**src/hw/rtl/rpnalu_pkg.sv**
```systemverilog
`timescale 1ns / 1ps
// ----------------------------------------------------------------------------
// RPN stack ALU package
// Shared widths, command and status codes, and the controller/datapath
// interface structs.
// ----------------------------------------------------------------------------
package rpnalu_pkg;

    localparam int DATA_W          = 32;
    localparam int CMD_W           = 3;
    localparam int STAT_W          = 2;
    localparam int HELD_W          = 4;
    localparam int DEF_STACK_DEPTH = 10;

    // command codes
    localparam logic [CMD_W-1:0] CMD_PUSH  = 3'd0;
    localparam logic [CMD_W-1:0] CMD_ADD   = 3'd1;
    localparam logic [CMD_W-1:0] CMD_SUB   = 3'd2;
    localparam logic [CMD_W-1:0] CMD_MUL   = 3'd3;
    localparam logic [CMD_W-1:0] CMD_DIV   = 3'd4;
    localparam logic [CMD_W-1:0] CMD_POP   = 3'd5;
    localparam logic [CMD_W-1:0] CMD_CLEAR = 3'd6;

    // status codes
    localparam logic [STAT_W-1:0] STAT_OK   = 2'd0;
    localparam logic [STAT_W-1:0] STAT_FULL = 2'd1;
    localparam logic [STAT_W-1:0] STAT_FEW  = 2'd2;
    localparam logic [STAT_W-1:0] STAT_DIV0 = 2'd3;

    // write-back source for two-operand commands
    localparam int ALU_SEL_W = 3;
    localparam logic [ALU_SEL_W-1:0] ALU_ADD  = 3'd0;
    localparam logic [ALU_SEL_W-1:0] ALU_SUB  = 3'd1;
    localparam logic [ALU_SEL_W-1:0] ALU_MUL  = 3'd2;
    localparam logic [ALU_SEL_W-1:0] ALU_DIV  = 3'd3;
    localparam logic [ALU_SEL_W-1:0] ALU_ZERO = 3'd4;

    typedef struct packed {
        logic                  load;      // capture transaction, read top two
        logic                  decode;    // latch status and popped value
        logic                  push;
        logic                  pop;
        logic                  clear;
        logic                  alu_wr;    // write result over second, drop top
        logic [ALU_SEL_W-1:0]  alu_sel;
        logic                  mul_cap;
        logic                  div_start;
        logic [STAT_W-1:0]     st;
        logic                  out_load;
    } ctrl_cmd_t;

    typedef struct packed {
        logic [CMD_W-1:0] cmd;
        logic             empty;
        logic             few;
        logic             full;
        logic             b_zero;
        logic             div_done;
        logic             out_free;
    } dp_sts_t;

endpackage

```
**src/hw/rtl/rpnalu_div.sv**
```systemverilog
`timescale 1ns / 1ps
// ----------------------------------------------------------------------------
// RPN ALU divider
// Radix-2 restoring divider on magnitudes, one quotient bit per cycle,
// quotient truncated toward zero and wrapped to 32 bits.
// ----------------------------------------------------------------------------
module rpnalu_div
    import rpnalu_pkg::*;
(
    input  logic                     aclk,
    input  logic                     aresetn,
    input  logic                     start,
    input  logic signed [DATA_W-1:0] dividend,
    input  logic signed [DATA_W-1:0] divisor,
    output logic                     done,
    output logic signed [DATA_W-1:0] quotient
);

    localparam int CNT_W = $clog2(DATA_W);
    localparam logic [CNT_W-1:0] LAST_STEP = CNT_W'(DATA_W - 1);

    logic              busy_reg, busy_next;
    logic              done_reg, done_next;
    logic [CNT_W-1:0]  cnt_reg, cnt_next;
    logic              neg_reg, neg_next;
    logic [DATA_W-1:0] rem_reg, rem_next;
    logic [DATA_W-1:0] quo_reg, quo_next;
    logic [DATA_W-1:0] dvs_reg, dvs_next;
    logic [DATA_W:0]   rem_sh;
    logic [DATA_W:0]   diff;

    always_comb begin
        busy_next = busy_reg;
        done_next = done_reg;
        cnt_next  = cnt_reg;
        neg_next  = neg_reg;
        rem_next  = rem_reg;
        quo_next  = quo_reg;
        dvs_next  = dvs_reg;
        rem_sh    = {rem_reg, quo_reg[DATA_W-1]};
        diff      = rem_sh - {1'b0, dvs_reg};
        if (start) begin
            busy_next = 1'b1;
            done_next = 1'b0;
            cnt_next  = '0;
            neg_next  = dividend[DATA_W-1] ^ divisor[DATA_W-1];
            rem_next  = '0;
            quo_next  = dividend[DATA_W-1] ? DATA_W'(0) - DATA_W'(dividend) : DATA_W'(dividend);
            dvs_next  = divisor[DATA_W-1] ? DATA_W'(0) - DATA_W'(divisor) : DATA_W'(divisor);
        end else if (busy_reg) begin
            if (!diff[DATA_W]) begin
                rem_next = diff[DATA_W-1:0];
                quo_next = {quo_reg[DATA_W-2:0], 1'b1};
            end else begin
                rem_next = rem_sh[DATA_W-1:0];
                quo_next = {quo_reg[DATA_W-2:0], 1'b0};
            end
            cnt_next = cnt_reg + CNT_W'(1);
            if (cnt_reg == LAST_STEP) begin
                busy_next = 1'b0;
                done_next = 1'b1;
            end
        end
    end

    always_ff @(posedge aclk) begin
        if (!aresetn) begin
            busy_reg <= 1'b0;
            done_reg <= 1'b0;
            cnt_reg  <= '0;
        end else begin
            busy_reg <= busy_next;
            done_reg <= done_next;
            cnt_reg  <= cnt_next;
        end
        neg_reg <= neg_next;
        rem_reg <= rem_next;
        quo_reg <= quo_next;
        dvs_reg <= dvs_next;
    end

    assign done     = done_reg;
    assign quotient = neg_reg ? $signed(DATA_W'(0) - quo_reg) : $signed(quo_reg);

endmodule

```
**src/hw/rtl/rpnalu_dp.sv**
```systemverilog
`timescale 1ns / 1ps
// ----------------------------------------------------------------------------
// RPN ALU datapath
// Stack memory, entry counter, operand registers, multiplier, divider and
// the result output register.
// ----------------------------------------------------------------------------
module rpnalu_dp
    import rpnalu_pkg::*;
#(
    parameter int STACK_DEPTH = DEF_STACK_DEPTH
) (
    input  logic                     aclk,
    input  logic                     aresetn,
    input  logic [CMD_W-1:0]         s_cmd,
    input  logic signed [DATA_W-1:0] s_push_value,
    input  ctrl_cmd_t                ctrl,
    output dp_sts_t                  sts,
    input  logic                     m_ready,
    output logic                     m_valid,
    output logic signed [DATA_W-1:0] m_popped_value,
    output logic [STAT_W-1:0]        m_status,
    output logic [HELD_W-1:0]        m_entries_held
);

    localparam int AW = (STACK_DEPTH > 1) ? $clog2(STACK_DEPTH) : 1;
    localparam int CW = $clog2(STACK_DEPTH + 1);

    logic signed [DATA_W-1:0] stack_mem [STACK_DEPTH];

    logic [CMD_W-1:0]         cmd_reg;
    logic signed [DATA_W-1:0] val_reg;
    logic [CW-1:0]            count_reg, count_next;
    logic signed [DATA_W-1:0] rd_a_reg, rd_b_reg;
    logic signed [DATA_W-1:0] prod_reg;
    logic signed [DATA_W-1:0] pop_reg;
    logic [STAT_W-1:0]        stat_reg;
    logic                     m_valid_reg, m_valid_next;
    logic signed [DATA_W-1:0] m_popped_value_reg;
    logic [STAT_W-1:0]        m_status_reg;
    logic [HELD_W-1:0]        m_entries_held_reg;

    logic [AW-1:0]            rd_addr_a, rd_addr_b, wr_addr;
    logic                     wr_en;
    logic signed [DATA_W-1:0] wr_data;
    logic                     div_done;
    logic signed [DATA_W-1:0] div_quo;

    // keep addresses in range while the stack holds fewer than two entries
    assign rd_addr_b = (count_reg == '0) ? '0 : AW'(count_reg - CW'(1));
    assign rd_addr_a = (count_reg < CW'(2)) ? '0 : AW'(count_reg - CW'(2));

    always_comb begin
        wr_en   = ctrl.push | ctrl.alu_wr;
        wr_addr = ctrl.push ? AW'(count_reg) : rd_addr_a;
        case (ctrl.alu_sel)
            ALU_ADD:  wr_data = rd_a_reg + rd_b_reg;
            ALU_SUB:  wr_data = rd_a_reg - rd_b_reg;
            ALU_MUL:  wr_data = prod_reg;
            ALU_DIV:  wr_data = div_quo;
            default:  wr_data = '0;
        endcase
        if (ctrl.push) begin
            wr_data = val_reg;
        end
    end

    always_ff @(posedge aclk) begin
        if (wr_en) begin
            stack_mem[wr_addr] <= wr_data;
        end
        if (ctrl.load) begin
            rd_a_reg <= stack_mem[rd_addr_a];
            rd_b_reg <= stack_mem[rd_addr_b];
        end
    end

    always_comb begin
        count_next = count_reg;
        if (ctrl.clear) begin
            count_next = '0;
        end else if (ctrl.push) begin
            count_next = count_reg + CW'(1);
        end else if (ctrl.pop || ctrl.alu_wr) begin
            count_next = count_reg - CW'(1);
        end
    end

    always_comb begin
        m_valid_next = m_valid_reg;
        if (ctrl.out_load) begin
            m_valid_next = 1'b1;
        end else if (m_ready) begin
            m_valid_next = 1'b0;
        end
    end

    always_ff @(posedge aclk) begin
        if (!aresetn) begin
            count_reg   <= '0;
            m_valid_reg <= 1'b0;
        end else begin
            count_reg   <= count_next;
            m_valid_reg <= m_valid_next;
        end
        if (ctrl.load) begin
            cmd_reg <= s_cmd;
            val_reg <= s_push_value;
        end
        if (ctrl.mul_cap) begin
            prod_reg <= DATA_W'(rd_a_reg * rd_b_reg);
        end
        if (ctrl.decode) begin
            stat_reg <= ctrl.st;
            pop_reg  <= ctrl.pop ? rd_b_reg : '0;
        end
        if (ctrl.out_load) begin
            m_popped_value_reg <= pop_reg;
            m_status_reg       <= stat_reg;
            m_entries_held_reg <= HELD_W'(count_reg);
        end
    end

    rpnalu_div u_div (
        .aclk     (aclk),
        .aresetn  (aresetn),
        .start    (ctrl.div_start),
        .dividend (rd_a_reg),
        .divisor  (rd_b_reg),
        .done     (div_done),
        .quotient (div_quo)
    );

    always_comb begin
        sts.cmd      = cmd_reg;
        sts.empty    = (count_reg == '0);
        sts.few      = (count_reg < CW'(2));
        sts.full     = (count_reg == CW'(STACK_DEPTH));
        sts.b_zero   = (rd_b_reg == '0);
        sts.div_done = div_done;
        sts.out_free = !m_valid_reg || m_ready;
    end

    assign m_valid        = m_valid_reg;
    assign m_popped_value = m_popped_value_reg;
    assign m_status       = m_status_reg;
    assign m_entries_held = m_entries_held_reg;

endmodule

```
**src/hw/rtl/rpnalu_ctrl.sv**
```systemverilog
`timescale 1ns / 1ps
// ----------------------------------------------------------------------------
// RPN ALU controller
// Sequences one command: capture, decode, optional multiply or divide,
// write-back and hand-off to the output register.
// ----------------------------------------------------------------------------
module rpnalu_ctrl
    import rpnalu_pkg::*;
(
    input  logic      aclk,
    input  logic      aresetn,
    input  logic      s_valid,
    output logic      s_ready,
    input  dp_sts_t   sts,
    output ctrl_cmd_t ctrl
);

    localparam logic [2:0] S_IDLE   = 3'd0;
    localparam logic [2:0] S_DECODE = 3'd1;
    localparam logic [2:0] S_MUL    = 3'd2;
    localparam logic [2:0] S_DIV    = 3'd3;
    localparam logic [2:0] S_DONE   = 3'd4;

    logic [2:0] state_reg, state_next;

    always_comb begin
        state_next = state_reg;
        ctrl       = '0;
        ctrl.st    = STAT_OK;
        case (state_reg)
            S_IDLE: begin
                if (s_valid) begin
                    ctrl.load  = 1'b1;
                    state_next = S_DECODE;
                end
            end
            S_DECODE: begin
                ctrl.decode = 1'b1;
                state_next  = S_DONE;
                case (sts.cmd)
                    CMD_PUSH: begin
                        if (sts.full) begin
                            ctrl.st = STAT_FULL;
                        end else begin
                            ctrl.push = 1'b1;
                        end
                    end
                    CMD_ADD, CMD_SUB: begin
                        if (sts.few) begin
                            ctrl.st = STAT_FEW;
                        end else begin
                            ctrl.alu_wr  = 1'b1;
                            ctrl.alu_sel = (sts.cmd == CMD_ADD) ? ALU_ADD : ALU_SUB;
                        end
                    end
                    CMD_MUL: begin
                        if (sts.few) begin
                            ctrl.st = STAT_FEW;
                        end else begin
                            ctrl.mul_cap = 1'b1;
                            state_next   = S_MUL;
                        end
                    end
                    CMD_DIV: begin
                        if (sts.few) begin
                            ctrl.st = STAT_FEW;
                        end else if (sts.b_zero) begin
                            ctrl.st      = STAT_DIV0;
                            ctrl.alu_wr  = 1'b1;
                            ctrl.alu_sel = ALU_ZERO;
                        end else begin
                            ctrl.div_start = 1'b1;
                            state_next     = S_DIV;
                        end
                    end
                    CMD_POP: begin
                        if (sts.empty) begin
                            ctrl.st = STAT_FEW;
                        end else begin
                            ctrl.pop = 1'b1;
                        end
                    end
                    CMD_CLEAR: begin
                        ctrl.clear = 1'b1;
                    end
                    default: begin
                    end
                endcase
            end
            S_MUL: begin
                ctrl.alu_wr  = 1'b1;
                ctrl.alu_sel = ALU_MUL;
                state_next   = S_DONE;
            end
            S_DIV: begin
                // hold until the last quotient bit is in
                if (sts.div_done) begin
                    ctrl.alu_wr  = 1'b1;
                    ctrl.alu_sel = ALU_DIV;
                    state_next   = S_DONE;
                end
            end
            S_DONE: begin
                if (sts.out_free) begin
                    ctrl.out_load = 1'b1;
                    state_next    = S_IDLE;
                end
            end
            default: begin
                state_next = S_IDLE;
            end
        endcase
    end

    always_ff @(posedge aclk) begin
        if (!aresetn) begin
            state_reg <= S_IDLE;
        end else begin
            state_reg <= state_next;
        end
    end

    assign s_ready = (state_reg == S_IDLE);

endmodule

```
**src/hw/rtl/integer_rpn_stack_alu.sv**
```systemverilog
`timescale 1ns / 1ps
// ----------------------------------------------------------------------------
// Integer RPN stack ALU
// Bounded LIFO of signed 32-bit integers with add, subtract, multiply and
// divide on the top two entries; one result transaction per command.
//
// Channel  Dir  Handshake           Payload
// s_       in   s_valid / s_ready   s_cmd[2:0], s_push_value[31:0]
// m_       out  m_valid / m_ready   m_popped_value[31:0], m_status[1:0],
//                                   m_entries_held[3:0]
//
// Multiply adds a multiply state before write-back; divide waits in a
// divide state until the divider has its last quotient bit.
// A command that ends in an error status (divide by zero included) or
// carries the unused code goes straight from decode to the output hand-off.
// s_ready is high only while the controller is idle; one command at a time.
// A finished result sits in the output register, so the next command is
// accepted while it waits; a stalled m_ready holds the command after that.
// Synchronous active-low reset empties the stack; stack contents are not
// cleared.
// ----------------------------------------------------------------------------
module integer_rpn_stack_alu
    import rpnalu_pkg::*;
#(
    parameter int STACK_DEPTH = DEF_STACK_DEPTH
) (
    input  logic                     aclk,
    input  logic                     aresetn,
    input  logic                     s_valid,
    output logic                     s_ready,
    input  logic [CMD_W-1:0]         s_cmd,
    input  logic signed [DATA_W-1:0] s_push_value,
    output logic                     m_valid,
    input  logic                     m_ready,
    output logic signed [DATA_W-1:0] m_popped_value,
    output logic [STAT_W-1:0]        m_status,
    output logic [HELD_W-1:0]        m_entries_held
);

    ctrl_cmd_t ctrl;
    dp_sts_t   sts;

    rpnalu_ctrl u_ctrl (
        .aclk    (aclk),
        .aresetn (aresetn),
        .s_valid (s_valid),
        .s_ready (s_ready),
        .sts     (sts),
        .ctrl    (ctrl)
    );

    rpnalu_dp #(
        .STACK_DEPTH (STACK_DEPTH)
    ) u_dp (
        .aclk           (aclk),
        .aresetn        (aresetn),
        .s_cmd          (s_cmd),
        .s_push_value   (s_push_value),
        .ctrl           (ctrl),
        .sts            (sts),
        .m_ready        (m_ready),
        .m_valid        (m_valid),
        .m_popped_value (m_popped_value),
        .m_status       (m_status),
        .m_entries_held (m_entries_held)
    );

endmodule
```
**config.mk**
```make
export PLATFORM = sky130hd
export DESIGN_NAME = integer_rpn_stack_alu
export DESIGN_NICKNAME = d
export VERILOG_FILES = /design/src/hw/rtl/rpnalu_pkg.sv /design/src/hw/rtl/rpnalu_div.sv /design/src/hw/rtl/rpnalu_dp.sv /design/src/hw/rtl/rpnalu_ctrl.sv /design/src/hw/rtl/integer_rpn_stack_alu.sv
export SDC_FILE = /design/constraint.sdc
export NUM_CORES = 2
export LEC_CHECK = 0
export BUFFER_PORTS_ARGS = -buffer_cell sky130_fd_sc_hd__buf_2
export CORE_MARGIN = 5
export CORE_UTILIZATION = 45
export DETAILED_ROUTE_END_ITERATION = 10
export GPL_TIMING_DRIVEN = 1
export PLACE_DENSITY = 0.71
export SYNTH_ARGS = -nofsm -noshare
export SYNTH_HDL_FRONTEND = slang
export SYNTH_SLANG_ARGS = --single-unit
```
**constraint.sdc**
```tcl
create_clock -name aclk -period 14.46 [get_ports aclk]
set_clock_uncertainty 0.2 [all_clocks]
set_input_delay 1.446 -clock aclk [delete_from_list [all_inputs] [get_ports aclk]]
set_output_delay 1.446 -clock aclk [all_outputs]
set_load 0.05 [all_outputs]
```
# ---- After elaboration in Yosys (flattened, before gate mapping)
# Memory sizes are Yosys's and may differ from the RTL's. A register that Yosys moved wholly into a read port is not among the register bits.
# Index checks and enable logic that the tools add are counted.
dict set report word_totals {
  mem_bits_rw 320
  n_memories 1
  output_inout_bits 40
  ff_bits 251
}
# name depth word_bits rd rd_clocked_by_memory_dff wr line
set mem_list {}
lappend mem_list {u_dp.stack_mem 10 32 2 2 1 rpnalu_dp.sv:28} ;# logic signed [DATA_W-1:0] stack_mem [STACK_DEPTH];
dict set report op_classes {
  bitwise_logic 3
  n_eq_ne 18
  multipliers 1
  n_addsub 10
  n_lt_le_gt_ge 1
  n_mux 58
  n_reduce_logical 17
}
# op count
set ops {}
lappend ops {{$mux W32} 6}
lappend ops {{$pmux W32 S4} 1}
lappend ops {{$sub A1 B32 Y32 const A} 3}
lappend ops {{$mux W4} 11}
lappend ops {{$sub A33 B32 Y33} 1}
lappend ops {{$add A32 B32 Y32} 1}
lappend ops {{$logic_not A32 Y1} 1}
lappend ops {{$mul A32 B32 Y32} 1}
lappend ops {{$sub A32 B32 Y32} 1}
lappend ops {{$mux W31} 1}
lappend ops {{$mux W1} 24}
lappend ops {{$eq A3 B2 Y1 const B} 6}
lappend ops {{$mux W3} 6}
lappend ops {{$pmux W3 S5} 1}
lappend ops {{$eq A3 B3 Y1 const B} 4}
lappend ops {{$pmux W4 S3} 1}
lappend ops {{$eq A3 B1 Y1 const B} 3}
lappend ops {{$logic_not A3 Y1} 3}
lappend ops {{$mux W2} 4}
lappend ops {{$pmux W2 S4} 1}
lappend ops {{$pmux W4 S2} 1}
lappend ops {{$pmux W3 S2} 1}
lappend ops {{$reduce_bool A2 Y1} 3}
lappend ops {{$reduce_or A2 Y1} 3}
lappend ops {{other kinds (18)} 20}

# ---- Longest topological paths before layout
dict set report depth {
  ltp_word 8
  mapped_depth 29
}

# ---- Modules after synthesis
# A second synthesis with hierarchy kept.
dict set report unflattened {
  cells_unflattened 4910
  hier_area_um2 49481.2
}
# mod seq_area_each_um2 cells_each area_per_inst_um2 n_inst
set modules_own_cells {}
lappend modules_own_cells {rpnalu_dp 15805.2 3988 41382.2 1}
lappend modules_own_cells {rpnalu_div 2732.6 860 7644.8 1}
lappend modules_own_cells {rpnalu_ctrl 60.1 62 454.2 1}

# ---- Worst setup path after synthesis
# Ideal clock, no wire load.
dict set report synth_timing {
  path_type {reg-to-reg}
  from {register u_dp.rd_a_reg[13], read port of u_dp.stack_mem}
  to {register u_dp.prod_reg[31] (data pin)}
  required_time_ns 14.000
  t_arrival_ns 7.151
  synth_period_minus_slack_ns 7.611
  path_stages_with_launch 26
  path_buffers 2
  slack_ns 6.849
  setup_time_ns 0.260
  path_cell_list {edfxtp_1 clkbuf_1 clkbuf_1 and2_1 fa_1 fa_1 fa_1 inv_1 fa_1 inv_1 fa_1 inv_1 fa_1 inv_1 fa_1 fa_1 ha_1 a21o_1 a21oi_1 o21ai_0 a221oi_1 o21ai_1 a2111o_1 a31oi_1 o21ai_0 xnor2_1}
}
dict set report synth_between {
  elab_chain_cells 1
}
# element line
set synth_rtl {}
lappend synth_rtl {{from (decl)} rpnalu_dp.sv:33} ;# logic signed [DATA_W-1:0] rd_a_reg, rd_b_reg;
lappend synth_rtl {{$mul A32 B32 Y32} rpnalu_dp.sv:110} ;# prod_reg <= DATA_W'(rd_a_reg * rd_b_reg);
lappend synth_rtl {{to (signal assigned)} rpnalu_dp.sv:110}
lappend synth_rtl {{to (decl)} rpnalu_dp.sv:34} ;# logic signed [DATA_W-1:0] prod_reg;
# Every way passes these cells.
# A chain may end at the register's enable or synchronous reset.

# ---- Worst setup path after layout
dict set report layout_timing {
  from {register u_dp.rd_a_reg[12], read port of u_dp.stack_mem}
  to {register u_dp.prod_reg[31] (data pin)}
}
# The elaborated chain is that of the path after synthesis.

==> run summary <==
Status - complete, no violations
Syn_area_per_cell - 10.33 um2
Die Wd - 340.3 um
Fin nets - 5363
# H-tree levels - 3
Fin. Hold Viols - 0
Tcrit/Tclk final - 0.5908
TNS Setup - 0 ns
Final Util - 0.4917
Seq/Total Area, Yosys - 0.3789
TritonCTS Buffers - 71
DR iter-0 viols - 4076
Worst-Margin Slew - 1.420 ns
Clk buf depth - 3
Clock Tree Root - clkbuf_16
GRT Total Usage - 0.2434
Post-CTS Hold Buffers - 0
Synth area leaders - edfxtp_1 (36%), fa_1 (17%), ha_1 (5.8%)
Total grt overflow - 0
Vias per std cell - 5.919
Sequential cell area - 18600 um2
Core area - 108600 um2
RSZ-0062 raised after global routing - false
Port-buffer cells - 78
Post-CTS Setup Repair Bufs - 0
Area grow syn2layout - 8.741%
Initial antenna violation count - 8
Die height - 340.3 um
Final setup violation count - 0
HPWL after detailed placement - 94.64 mm
Yosys reg bits - 635
Min-Delay Path Class - register to register
Multi-input gate area - 27580 um2
CP Capture Type - register
Fraction of registers with async set/reset - 0
Post-cts sizing count - 0
GP Congestion - 0.9399
Max-slew headroom - 0.04334
EDFF count, synth - 588
CTS tree - yes
CP max FO - 23
Worst-Skew Late Latency - 0.65 ns
Crit path DAT - 8.74 ns
Vias in the first global route - 36965
Synth top area share - 0.3597
Largest Register - u_dp.stack_mem
Placement Rows - 121
Max-cap violations - 0
Area leader, netlist - edfxtp_1
Remaining DRCs - 0
Final wirelength - 142.3 mm
Synthesized instance count - 4752
Synth unique cells - 78
Tmin final - 8.544 ns
Vias - 36475
Sink Count - 635
Synthesized cell area - 49090 um2
WP data required - 14.66 ns
Max Clock Freq - 117.0 MHz
# fillers - 9541
Max reg flops - 320
Post-synth net total - 5427
First drt pass iteration count - 7
Synth warn - 0
Routed WL per cell - 23.09 um
I/O pins - 79
Max Transition Viols Final - 0
Initial Util - 0.4522
Die area - 115800 um2
Global-route wire length before repair - 218.1 mm
CP startpoint kind - register
Antenna-violating nets left - 0
Post-synth top flop - edfxtp_1
Crit Path Class - register to register
Share of cells above drive strength 1 - 0.08620
Pin count of the biggest net entering global routing - 103
CTS clk-pin slew, worst paths - 0.07 ns
==> Yosys cell counts (23+ instances only) <==
| library cell | n |
|---|---|
| o31ai_1 | 35 |
| xor2_1 | 104 |
| nand2_1 | 612 |
| dfxtp_1 | 47 |
| nor3_1 | 36 |
| a31oi_1 | 47 |
| a211oi_1 | 143 |
| mux4_2 | 32 |
| inv_1 | 501 |
| or3_1 | 23 |
| edfxtp_1 | 588 |
| nand2b_1 | 30 |
| a222oi_1 | 23 |
| fa_1 | 410 |
| a21o_1 | 34 |
| ha_1 | 226 |
| o21a_1 | 23 |
| xnor2_1 | 154 |
| or2_2 | 41 |
| o21ai_0 | 129 |
| mux2i_1 | 61 |
| a311oi_1 | 34 |
| nor4_1 | 42 |
| and2_1 | 404 |
| nor2_1 | 180 |
| and3_1 | 44 |
| nand3_1 | 105 |
| a21oi_1 | 130 |
| clkbuf_1 | 280 |
| o22ai_1 | 38 |
==> per-layer routing <==
layer	track usage	vias to the layer above	routed length [um]
met5	0	-	29
met4	0.1188	4	7451
met3	0.04834	466	14750
met2	0.3893	2036	64880
met1	0.3184	17890	55200
li1	-	16079	-
==> per-stage QoR <==
| step | area [um2] | setup slack, ns | hold WS [ns] | std cells |
|---|---|---|---|---|
| 6_report | 53380 | 5.916 | 0.2014 | 6162 |
| 5_1_grt | 53370 | 5.737 | 0.2047 | 6159 |
| 4_1_cts | 53370 | 6.039 | 0.2011 | 6159 |
| 3_5_place_dp | 50970 | 6.084 | 0.2045 | 6029 |
| 3_3_place_gp | 50970 | 6.087 | 0.2012 | 6029 |
| 2_1_floorplan | 49090 | 6.849 | 0.2003 | 4752 |
==> cell usage in the layout (no fill, tap or decap), drive strengths merged, types with 10 or more instances in the layout <==
master | Yosys | routed
nand2 | 612 | 612
edfxtp | 588 | 588
inv | 503 | 508
fa | 410 | 410
and2 | 404 | 404
ha | 226 | 226
nor2 | 180 | 180
buf | 33 | 176
xnor2 | 154 | 154
a211oi | 143 | 143
o21ai | 140 | 140
a21oi | 130 | 130
nand3 | 105 | 105
xor2 | 104 | 104
clkbuf | 280 | 82
mux2i | 61 | 61
a31oi | 47 | 47
dfxtp | 47 | 47
and3 | 44 | 44
nor4 | 43 | 43
or2 | 42 | 42
o22ai | 38 | 38
o31ai | 36 | 36
nor3 | 36 | 36
a21o | 34 | 34
a311oi | 34 | 34
mux4 | 32 | 32
nand2b | 30 | 30
clkinv | 0 | 27
or3 | 26 | 26
o21a | 23 | 23
a222oi | 23 | 23
or4 | 13 | 13
nand3b | 12 | 12
nor2b | 12 | 12
o41ai | 11 | 11
nand4 | 10 | 10
==> critical path: stages (launching register included) <==
cell and delay [ns]:
edfxtp_1 1.07, and2_1 0.28, fa_1 0.44, fa_1 0.49, fa_1 0.54, inv_1 0.05
fa_1 0.48, inv_1 0.06, fa_1 0.50, inv_1 0.05, fa_1 0.55, inv_1 0.06
fa_1 0.50, fa_1 0.43, ha_1 0.35, a21o_1 0.17, a21oi_1 0.18, o21ai_0 0.26
a221oi_1 0.33, o21ai_1 0.20, a2111o_1 0.45, a31oi_1 0.32, o21ai_0 0.18, xnor2_1 0.14
==> cell type report <==
type	count	area share
antenna	3	0.0001406
clock buffer	82	0.03465
clock inverter	48	0.01034
inverter	503	0.03537
multi-input combinational	3301	0.5168
sequential	635	0.3485
tap	1414	0.03315
timing repair buffer	176	0.02110
==> worst paths after layout <==
path / slack (ns) / from / to / cells past startpoint
worst max-delay path: 5.92 / u_dp.rd_a_reg[12] / u_dp.prod_reg[31] / 23
worst min-delay path: 0.20 / u_dp.pop_reg[14] / u_dp.m_popped_value[14] / 0
worst max register to register: 5.92 / u_dp.rd_a_reg[12] / u_dp.prod_reg[31] / 23
worst min register to register: 0.20 / u_dp.pop_reg[14] / u_dp.m_popped_value[14] / 0
==> cell families after synthesis <==
| family | synth area share |
|---|---|
| buffers and inverters | 0.06283 |
| AO/OA/AOI/OAI | 0.09944 |
| multiplexers | 0.02735 |
| adder cells (fa/ha/maj) | 0.2248 |
| flip-flops | 0.3789 |
| AND/OR/NAND/NOR | 0.1606 |
| XOR/XNOR | 0.04603 |
Power is left out: the tool's default activity adds up to more than one toggle a clock period on the data nets, which glitch-free logic cannot reach.
